--- config.mk ---
export PLATFORM = sky130hd
export DESIGN_NAME = bb3_cell
export DESIGN_NICKNAME = d
export VERILOG_FILES = /design/src/sv/bb3_pkg.sv /design/src/sv/bb3_cell.sv
export SDC_FILE = /design/constraint.sdc
export NUM_CORES = 1
export LEC_CHECK = 0
export BUFFER_PORTS_ARGS = -buffer_cell sky130_fd_sc_hd__buf_2
export CORE_UTILIZATION = 45
export DETAILED_ROUTE_END_ITERATION = 6
export PLACE_DENSITY = 0.92
export SYNTH_ARGS = -nofsm -noshare
export SYNTH_HDL_FRONTEND = slang
export SYNTH_SLANG_ARGS = --single-unit
--- constraint.sdc ---
create_clock -name clk -period 3.3 [get_ports clk]
set_input_delay 0.495 -clock clk [delete_from_list [all_inputs] [get_ports clk]]
set_output_delay 0.495 -clock clk [all_outputs]
set_load 0.005 [all_outputs]
--- src/sv/bb3_pkg.sv ---
// ----------------------------------------------------------------------------
// bb3_pkg
// Types and constants shared by the 3x3 RGB box blur modules.
// ----------------------------------------------------------------------------
package bb3_pkg;

    localparam int MAX_WIDTH  = 4096;
    localparam int COL_W      = $clog2(MAX_WIDTH);
    localparam int ROW_W      = 16;
    localparam int CH_W       = 8;
    localparam int PIX_W      = 3 * CH_W;
    localparam int CFG_W      = 16;
    localparam int WIDTH_W    = 13;
    localparam int CSUM_W     = CH_W + 2;
    localparam int WSUM_W     = CH_W + 4;

    // (x + 4) / 9 as a multiply by ceil(2^16 / 9), exact for x below 2^15
    localparam int RECIP_9     = 7282;
    localparam int RECIP_W     = 13;
    localparam int RECIP_SHIFT = 16;
    localparam int PROD_W      = WSUM_W + RECIP_W;

    // result queue depth, a power of two
    localparam int OFIFO_DEPTH = 8;
    localparam int PTR_W       = $clog2(OFIFO_DEPTH);
    localparam int CNT_W       = $clog2(OFIFO_DEPTH + 1);

    localparam int IDX_W = 2;
    localparam logic [IDX_W-1:0] REG_IMAGE_WIDTH  = 2'd0;
    localparam logic [IDX_W-1:0] REG_IMAGE_HEIGHT = 2'd1;

    localparam int MIN_DIM = 3;

    typedef struct packed {
        logic [CH_W-1:0] red;
        logic [CH_W-1:0] green;
        logic [CH_W-1:0] blue;
    } bb3_pix_t;

    typedef struct packed {
        logic [CSUM_W-1:0] red;
        logic [CSUM_W-1:0] green;
        logic [CSUM_W-1:0] blue;
    } bb3_colsum_t;

    typedef struct packed {
        logic [WSUM_W-1:0] red;
        logic [WSUM_W-1:0] green;
        logic [WSUM_W-1:0] blue;
    } bb3_wsum_t;

    typedef struct packed {
        logic [ROW_W-1:0] row;
        logic [COL_W-1:0] col;
        logic             emit;
        logic             frame_end;
    } bb3_meta_t;

    typedef struct packed {
        logic [ROW_W-1:0] out_row;
        logic [COL_W-1:0] out_col;
        logic [CH_W-1:0]  red;
        logic [CH_W-1:0]  green;
        logic [CH_W-1:0]  blue;
        logic             frame_end;
    } bb3_result_t;

    typedef struct packed {
        logic full;
        logic empty;
    } bb3_fifo_stat_t;

endpackage

--- src/sv/bb3_cell.sv ---
// ----------------------------------------------------------------------------
// bb3_cell
// One window column: holds the column sums and adds them to the running sum.
// ----------------------------------------------------------------------------
module bb3_cell import bb3_pkg::*; (
    input  logic        clk,
    input  logic        shift_en,
    input  bb3_colsum_t col_in,
    output bb3_colsum_t col_out,
    input  bb3_wsum_t   acc_in,
    output bb3_wsum_t   acc_out
);

    bb3_colsum_t col_reg;

    always_ff @(posedge clk)
    begin
        if (shift_en)
        begin
            col_reg <= col_in;
        end
    end

    assign col_out       = col_reg;
    assign acc_out.red   = acc_in.red   + WSUM_W'(col_reg.red);
    assign acc_out.green = acc_in.green + WSUM_W'(col_reg.green);
    assign acc_out.blue  = acc_in.blue  + WSUM_W'(col_reg.blue);

endmodule

==> results.sh <==
export IMPL_wl_um=6050
export IMPL_antenna_found_initial=0
export IMPL_pwr_density_cell_nw_per_um2=404
export IMPL_rsz0062_at_grt="false"
export IMPL_clk_pin_slew_ns=0.07
export IMPL_yosys_warnings=0
export IMPL_syn_num_nets=322
export IMPL_dp_hpwl_um=4990
export IMPL_ys_ff_latch=30
export IMPL_tightest_slew_ns=0.694
export IMPL_io_buffers=133
export IMPL_tns_ns=0
export IMPL_dp_slack_ns=0.302
export IMPL_synthCells=221
export IMPL_required_ns=2.80
export IMPL_ant_nets=0
export IMPL_status="finished clean"
export IMPL_grtUsageMet3_pct=4.15
export IMPL_grt_pass1_wl_um=9000
export IMPL_yosysTopAreaCell="edfxtp_1"
export IMPL_synth_seq_area_share_pct=37.7
export IMPL_yosysUniqueCellTypes=31
export IMPL_max_cap_violations=0
export IMPL_peakVddDrop_uv=265
export IMPL_die_h_um=74.9
export IMPL_cts_root_buf="clkbuf_8"
export IMPL_grt_max_degree=31
export IMPL_avgSynthCellArea_um2=10.8
export IMPL_gp_congestion=0.818
export IMPL_numCtsBuffers=5
export IMPL_top_usage_layer="met2"
export IMPL_fp_coreArea_um2=5110
export IMPL_grt_met1_usage_pct=22.5
export IMPL_synthToLayoutAreaGrowth_pct=34.9
export IMPL_slew_headroom_pct=53.7
export IMPL_vias=2335
export IMPL_wl_per_cell_um=14.0
export IMPL_worst_path_max_delay_cell="or4_1"
export IMPL_grt_usage_pct=20.9
export IMPL_async_flop_share_pct=0
export IMPL_cts_sinks=30
export IMPL_p_total_w=0.00130
export IMPL_dp_cells=424
export IMPL_met2_usage_pct=40.0
export IMPL_first_iter_violations=62
export IMPL_final_hold_violation_count=0
export IMPL_dr_pass1_iters=5
export IMPL_synth_top_area_share_pct=37.7
export IMPL_synth_top_cells_by_area="edfxtp_1 (38%), ha_1 (16%), xnor2_1 (5.5%)"
export IMPL_row_count=26
export IMPL_dieArea_um2=5610
export IMPL_syn_cell_area_um2=2390
export IMPL_antennaDiodeCount=0
export IMPL_p_leak_nw=1.57
export IMPL_ctsLongestPathBuffers=2
export IMPL_path_buf_inv=1
export IMPL_slowest_delay_ns=0.50
export IMPL_start_kind="flop"
export IMPL_ctsResizeCount=0
export IMPL_overflow=0
export IMPL_die_w_um=74.9
export IMPL_fin_ws_ns=0.165
export IMPL_crit_chain="ha_1 > fa_1 > a21o_1 > a221oi_2 > nor3_1 > or4_1 > buf_2"
export IMPL_synth_edf_count=30
export IMPL_ys_flop_type="edfxtp_1"
export IMPL_stdcell_count=432
export IMPL_period_minus_slack_ns=3.14
export IMPL_critPathKind="reg -> out"
export IMPL_fmax_mhz=319
export IMPL_slew_violations=0
export IMPL_crit_fanout=3
export IMPL_htreeDepth=2
export IMPL_grt_pass1_vias=2209
export IMPL_setup_viol=0
export IMPL_min_path_type="in -> reg"
export IMPL_critPathArrivalTime_ns=2.64
export IMPL_largest_reg_flops=30
export IMPL_drive_above_1_share_pct=39.5
export IMPL_initial_core_util_pct=46.8
export IMPL_postCtsSetupBuffers=0
export IMPL_drc_errors=0
export IMPL_routed_via_density=5.41
export IMPL_min_period_over_period_pct=95.0
export IMPL_cp_end_kind="output port"
export IMPL_cts_tree="yes"
export IMPL_crit_family="adder cells"
export IMPL_layout_nets=462
export IMPL_top_level_ports=134
export IMPL_holdBufCountCts=0
[per-stage QoR]
step | hold slack [ns] | util (%) | instance area, um2
5_1_grt | 0.377 | 63.1 | 3220
2_1_floorplan | 0.594 | - | 2390
3_5_place_dp | 0.673 | 61.5 | 3140
3_3_place_gp | 0.672 | 61.5 | 3140
6_report | 0.387 | 63.1 | 3220
4_1_cts | 0.378 | 63.1 | 3220
[per-layer routing]
metal / wire [um] / vias up
met5: 0 / -
met4: 109 / 0
met3: 309 / 11
met2: 3250 / 90
met1: 2370 / 1080
li1: - / 1154
[cells in the mapped netlist (5+ instances only)]
cell,number
and3_1,9
nor2_1,5
o21ai_0,7
edfxtp_1,30
nand3_1,6
ha_1,30
xnor2_1,15
a21o_1,15
nor3_1,6
o211ai_1,6
nand2_1,6
nand2b_1,6
a21oi_1,25
inv_1,8
xor2_1,9
[worst paths after layout]
| check | start | end | slack (ns) | depth (start not counted) |
|---|---|---|---|---|
| hold / removal | col_in[14] | col_out[14] | 0.39 | 1 |
| setup / recovery | col_out[10] | acc_out[22] | 0.16 | 7 |
[cells in the final DEF (no fill, tap or decap), types with 2 or more instances in the layout]
| cell | instances |
|---|---|
| inv_1 | 8 |
| nand3_1 | 6 |
| clkbuf_8 | 5 |
| a21oi_1 | 25 |
| nor3_1 | 6 |
| a21o_1 | 15 |
| fa_1 | 3 |
| a221oi_2 | 3 |
| xnor2_1 | 15 |
| xor2_1 | 9 |
| a31oi_1 | 2 |
| a211oi_1 | 3 |
| o2111a_1 | 3 |
| o21ai_0 | 7 |
| o211ai_1 | 6 |
| nor2_1 | 5 |
| or4_1 | 2 |
| nand2_1 | 6 |
| or3_1 | 3 |
| a221oi_1 | 3 |
| nand2b_1 | 6 |
| a22oi_1 | 3 |
| nand4b_1 | 3 |
| a2111oi_0 | 3 |
| ha_1 | 30 |
| nand3b_1 | 3 |
| and3_1 | 9 |
| edfxtp_1 | 30 |
| buf_2 | 133 |
[report_power, final]
group	switching [W]	internal, W	leakage [nW]
clock	0.000135	0.000145	0.0426
combinational	0.000278	0.000271	1.24
sequential	0.0000183	0.000455	0.294
total	0.000432	0.000871	1.57
[cell type report]
| class | count | area [um2] |
|---|---|---|
| inverters | 8 | 30.0 |
| well taps | 70 | 87.6 |
| fillers | 441 | 1880 |
| multi-input cells | 183 | 1460 |
| clock buffers | 6 | 72.6 |
| repair buffers | 133 | 666 |
| clock inverters | 2 | 8.76 |
| flip-flops and latches | 30 | 901 |
[logic make-up after synthesis]
kind of cell	share of synthesized area [%]
fa+ha+maj	18.2
compound gates	21.9
simple gates	12.1
buf+inv	1.26
flops	37.7
xor+xnor	8.80
(Power assumes the default switching activity.)
