--- config.mk ---
export PLATFORM = sky130hd
export DESIGN_NAME = bb3_ofifo
export DESIGN_NICKNAME = d
export VERILOG_FILES = /design/src/sv/bb3_pkg.sv /design/src/sv/bb3_ofifo.sv
export SDC_FILE = /design/constraint.sdc
export NUM_CORES = 1
export LEC_CHECK = 0
export ABC_CLOCK_PERIOD_IN_PS = 6200
export BUFFER_PORTS_ARGS = -buffer_cell sky130_fd_sc_hd__buf_2
export CAP_MARGIN = 0
export CORE_UTILIZATION = 30
export CTS_CLUSTER_DIAMETER = 120
export DETAILED_ROUTE_END_ITERATION = 8
export GPL_ROUTABILITY_DRIVEN = 0
export GPL_TIMING_DRIVEN = 0
export HOLD_SLACK_MARGIN = 0.05
export SETUP_SLACK_MARGIN = 0.5
export SKIP_CTS_REPAIR_TIMING = 1
export SLEW_MARGIN = 0
export SYNTH_ARGS = -nofsm -noshare
export SYNTH_HDL_FRONTEND = slang
export SYNTH_SLANG_ARGS = --single-unit
--- constraint.sdc ---
create_clock -name clk -period 6.2 [get_ports clk]
set_input_delay 0.62 -clock clk [delete_from_list [all_inputs] [get_ports clk]]
set_output_delay 0.62 -clock clk [all_outputs]
set_load 0.02 [all_outputs]
--- src/sv/bb3_pkg.sv ---
// ----------------------------------------------------------------------------
// bb3_pkg
// Types and constants shared by the 3x3 RGB box blur modules.
// ----------------------------------------------------------------------------
package bb3_pkg;

    localparam int MAX_WIDTH  = 4096;
    localparam int COL_W      = $clog2(MAX_WIDTH);
    localparam int ROW_W      = 16;
    localparam int CH_W       = 8;
    localparam int PIX_W      = 3 * CH_W;
    localparam int CFG_W      = 16;
    localparam int WIDTH_W    = 13;
    localparam int CSUM_W     = CH_W + 2;
    localparam int WSUM_W     = CH_W + 4;

    // (x + 4) / 9 as a multiply by ceil(2^16 / 9), exact for x below 2^15
    localparam int RECIP_9     = 7282;
    localparam int RECIP_W     = 13;
    localparam int RECIP_SHIFT = 16;
    localparam int PROD_W      = WSUM_W + RECIP_W;

    // result queue depth, a power of two
    localparam int OFIFO_DEPTH = 8;
    localparam int PTR_W       = $clog2(OFIFO_DEPTH);
    localparam int CNT_W       = $clog2(OFIFO_DEPTH + 1);

    localparam int IDX_W = 2;
    localparam logic [IDX_W-1:0] REG_IMAGE_WIDTH  = 2'd0;
    localparam logic [IDX_W-1:0] REG_IMAGE_HEIGHT = 2'd1;

    localparam int MIN_DIM = 3;

    typedef struct packed {
        logic [CH_W-1:0] red;
        logic [CH_W-1:0] green;
        logic [CH_W-1:0] blue;
    } bb3_pix_t;

    typedef struct packed {
        logic [CSUM_W-1:0] red;
        logic [CSUM_W-1:0] green;
        logic [CSUM_W-1:0] blue;
    } bb3_colsum_t;

    typedef struct packed {
        logic [WSUM_W-1:0] red;
        logic [WSUM_W-1:0] green;
        logic [WSUM_W-1:0] blue;
    } bb3_wsum_t;

    typedef struct packed {
        logic [ROW_W-1:0] row;
        logic [COL_W-1:0] col;
        logic             emit;
        logic             frame_end;
    } bb3_meta_t;

    typedef struct packed {
        logic [ROW_W-1:0] out_row;
        logic [COL_W-1:0] out_col;
        logic [CH_W-1:0]  red;
        logic [CH_W-1:0]  green;
        logic [CH_W-1:0]  blue;
        logic             frame_end;
    } bb3_result_t;

    typedef struct packed {
        logic full;
        logic empty;
    } bb3_fifo_stat_t;

endpackage

--- src/sv/bb3_ofifo.sv ---
// ----------------------------------------------------------------------------
// bb3_ofifo
// Small result queue between the filter pipeline and the output channel.
// ----------------------------------------------------------------------------
module bb3_ofifo import bb3_pkg::*; (
    input  logic           clk,
    input  logic           rst_n,
    input  logic           push,
    input  bb3_result_t    push_data,
    input  logic           pop,
    output bb3_result_t    head,
    output bb3_fifo_stat_t stat
);

    bb3_result_t      mem_reg [OFIFO_DEPTH];
    logic [PTR_W-1:0] wr_ptr_reg;
    logic [PTR_W-1:0] rd_ptr_reg;
    logic [CNT_W-1:0] occ_reg;
    logic [CNT_W-1:0] occ_next;

    always_ff @(posedge clk)
    begin
        if (push)
        begin
            mem_reg[wr_ptr_reg] <= push_data;
        end
    end

    always_comb
    begin
        occ_next = occ_reg;
        if (push && !pop)
        begin
            occ_next = occ_reg + CNT_W'(1);
        end
        else if (pop && !push)
        begin
            occ_next = occ_reg - CNT_W'(1);
        end
    end

    // pointers wrap on their own since the depth is a power of two
    always_ff @(posedge clk or negedge rst_n)
    begin
        if (!rst_n)
        begin
            wr_ptr_reg <= '0;
            rd_ptr_reg <= '0;
            occ_reg    <= '0;
        end
        else
        begin
            if (push)
            begin
                wr_ptr_reg <= wr_ptr_reg + PTR_W'(1);
            end
            if (pop)
            begin
                rd_ptr_reg <= rd_ptr_reg + PTR_W'(1);
            end
            occ_reg <= occ_next;
        end
    end

    assign head       = mem_reg[rd_ptr_reg];
    assign stat.full  = (occ_reg == CNT_W'(OFIFO_DEPTH));
    assign stat.empty = (occ_reg == '0);

endmodule

==> flow_summary.ini <==
[logic_synthesis]
synth.distinct_cells = 28
syn_area_um2 = 16500
ys_top_cells_by_area = edfxtp_1, mux4_2, mux2_2
synth_fp_nets = 736
yosys_warnings = 0
seq_area_frac_synth_pct = 78.6
netlist_instances = 673
syn_avg_cell_area_um2 = 24.6
synth_top_area_cell = edfxtp_1
synth_top_area_share_pct = 77.1
ys_ff_latch = 434

[setup_path]
worstPathRequired_ps = 5580
worstPathCellList = buf_2 -> buf_2 -> buf_2 -> mux4_2 -> mux2_2 -> buf_2
slowest_stage = buf_2
path_class = flip-flop to output port
cp-startpoint = rd_ptr_reg[1]
cp-start-kind = flip-flop
crit_top_cell = buf_2
worst_path_largest_cell_delay_ps = 380
rr_startpoint = wr_ptr_reg[1]
crit_path_end_kind = output port
cp.arrival_ps = 2780
path_max_fanout = 10

[layout]
largest_reg_flops = 424
fillers = 4865
fin_area_um2 = 19800
finalNonFillerCells = 1588
area_growth_pct = 20.0
multiInputGateArea_um2 = 3380
layout-drive-gt1-share_pct = 44.3
nNetsFinal = 919
regArea_um2 = 13000

[grt]
track_usage_pct = 12.4
grt_pass1_wl_um = 50700
grt_antenna_before_repair = 4
grt_overflow_total = 0
grt_pass1_vias = 7878
grt_start_max_net_pins = 23

[route]
post_drt_wl_per_cell_um = 21.5
drc = 0
postRouteWirelength_um = 34200
ant_nets = 0
drtIter0Drc = 354
viasPerCell = 4.63
drt_first_pass_iters = 6
via_count = 7351

[sta]
rsz0062_at_grt = no
final-setup-viol-count = 0
finalCriticalPeriod_ps = 3400
final.period_utilization_pct = 54.9
max-slew-margin-rel_pct = 42.6
maxSlewViolCount = 0
hold_viol = 0
fmax_ghz = 0.294
tightest_slew_ps = 856
finalClockSkew_ps = 15.3

[power_and_ir_drop]
peakVddDrop_v = 0.000296
clkPwrFrac_pct = 27.2
power.switching_mw = 2.99
power.density_nw_per_um2 = 484
pwr-share-comb_pct = 33.3
netSwitchingFraction_pct = 31.2
p_leak_nw = 6.41
p_seq_share_pct = 39.5
p_int_mw = 6.59

[clocking]
cts_tree = done
clockBufferDepth = 3
clk_latency_ps = 580
htree_num_levels = 2
clk_pin_slew_worst_paths_ps = 60
cts_buffers = 44
cts_sinks = 434
cts-root-buf = clkbuf_16

[floorplanning]
dieArea_um2 = 56000
die_h_um = 237
core_area_um2 = 54100
start_util_pct = 30.5
num_rows = 85
io_pins = 112
die_x_um = 237

[status]
status = complete, no violations

[placed_design]
dpl.hpwl_um = 21600
portBuffers = 111
placed_cells = 1505
placed_area_um2 = 18400

[worst_hold_path]
hold_class = input pin to flip-flop
hp-start = push_data[4]

[job]
cap_viol_max_count = 0
## cells in the mapped netlist (all sizes together)
cell type / n
edfxtp: 424
mux4: 106
mux2: 56
buf: 17
clkbuf: 14
dfrtp: 10
nand2: 6
nor2: 6
ha: 5
xnor2: 4
nand2b: 3
nor3: 3
a21oi: 2
inv: 2
nand3: 2
o211ai: 2
xor2: 2
a2111o: 1
fa: 1
mux2i: 1
nand3b: 1
nor4: 1
nor4b: 1
o21ai: 1
or3: 1
or4: 1
## final cells by class
| class | instances | area share (%) |
|---|---|---|
| Sequential cell | 434 | 65.5 |
| Antenna cell | 2 | 0.0252 |
| Clock inverter | 30 | 1.51 |
| Multi-Input combinational cell | 206 | 17.1 |
| Timing Repair Buffer | 137 | 4.80 |
| Tap cell | 696 | 4.39 |
| Buffer | 31 | 1.03 |
| Inverter | 2 | 0.0379 |
| Clock buffer | 50 | 5.67 |
## cell families (layout without fill, tap and decap cells)
family                   Yosys count  after routing  share of synthesized area [%]
other                              0              2                              0
multiplexers                     163            163                           18.3
AND/OR/NAND/NOR                   25             25                          0.757
buffers and inverters             33            250                           1.28
flip-flops                       434            434                           78.6
XOR/XNOR                           6              6                          0.318
AO/OA/AOI/OAI                      6              6                          0.250
adder cells (fa/ha/maj)            6              6                          0.500
## metal layers
metal	wire length, µm	GRT usage, %
met4	718	3.74
met3	1400	2.70
met5	19	0
met2	17000	20.8
met1	15100	16.0
## through the flow
stage                     hold slack, ps  worst slack [ps]  power, mW  utilization (%)  setup TNS (ps)
after detailed placement             500              3280       7.16             34.0               0
after global routing                 291              2610       10.0             36.6               0
after global placement               500             -3130       7.07             33.2         -325300
after CTS                           -125              2630       9.78             36.6               0
after floorplan                      324              1340       6.02                -               0
final                                313              2800       9.59             36.6               0
## path summary, 6_finish.rpt
kind	slack [ps]	endpoint	cells past startpoint
min in group asynchronous	440	occ_reg[3]	2
max in group asynchronous	5550	rd_ptr_reg[1]	2
min	310	mem_reg[6][4]	1
min reg2reg	560	wr_ptr_reg[1]	1
max	2800	head[23]	6
max reg2reg	3810	mem_reg[2][33]	6
## critical path, delay by kind of cell, from the launching register on
| kind | cells | cell delay (ps) |
|---|---|---|
| flops | 1 | 340 |
| mux | 2 | 660 |
| buf+inv | 4 | 1200 |
## cell usage in the layout (no fill, tap or decap), drive strengths merged
cell type / n
xor2: 2
ha: 5
dlygate4sd3: 1
clkinvlp: 6
buf: 153
inv: 4
dfrtp: 10
nor4b: 1
or3: 1
mux2i: 1
nor2: 6
xnor2: 4
bufinv: 4
nand2b: 3
clkinv: 18
diode: 2
edfxtp: 424
a2111o: 1
nor4: 1
nand3b: 1
o21ai: 1
mux4: 106
a21oi: 2
nor3: 3
fa: 1
nand2: 6
nand3: 2
clkbuf: 64
or4: 1
mux2: 56
o211ai: 2
## power by group through the flow
| stage | logic [mW] | registers, mW | clock network, mW |
|---|---|---|---|
| floorplan | 2.16 | 3.86 | 0 |
| global placement | 3.15 | 3.92 | 0 |
| detailed placement | 3.30 | 3.85 | 0 |
| CTS | 3.31 | 3.79 | 2.68 |
| global route | 3.43 | 3.82 | 2.77 |
| finish | 3.19 | 3.79 | 2.60 |
Power figures use the tool's default switching activity.
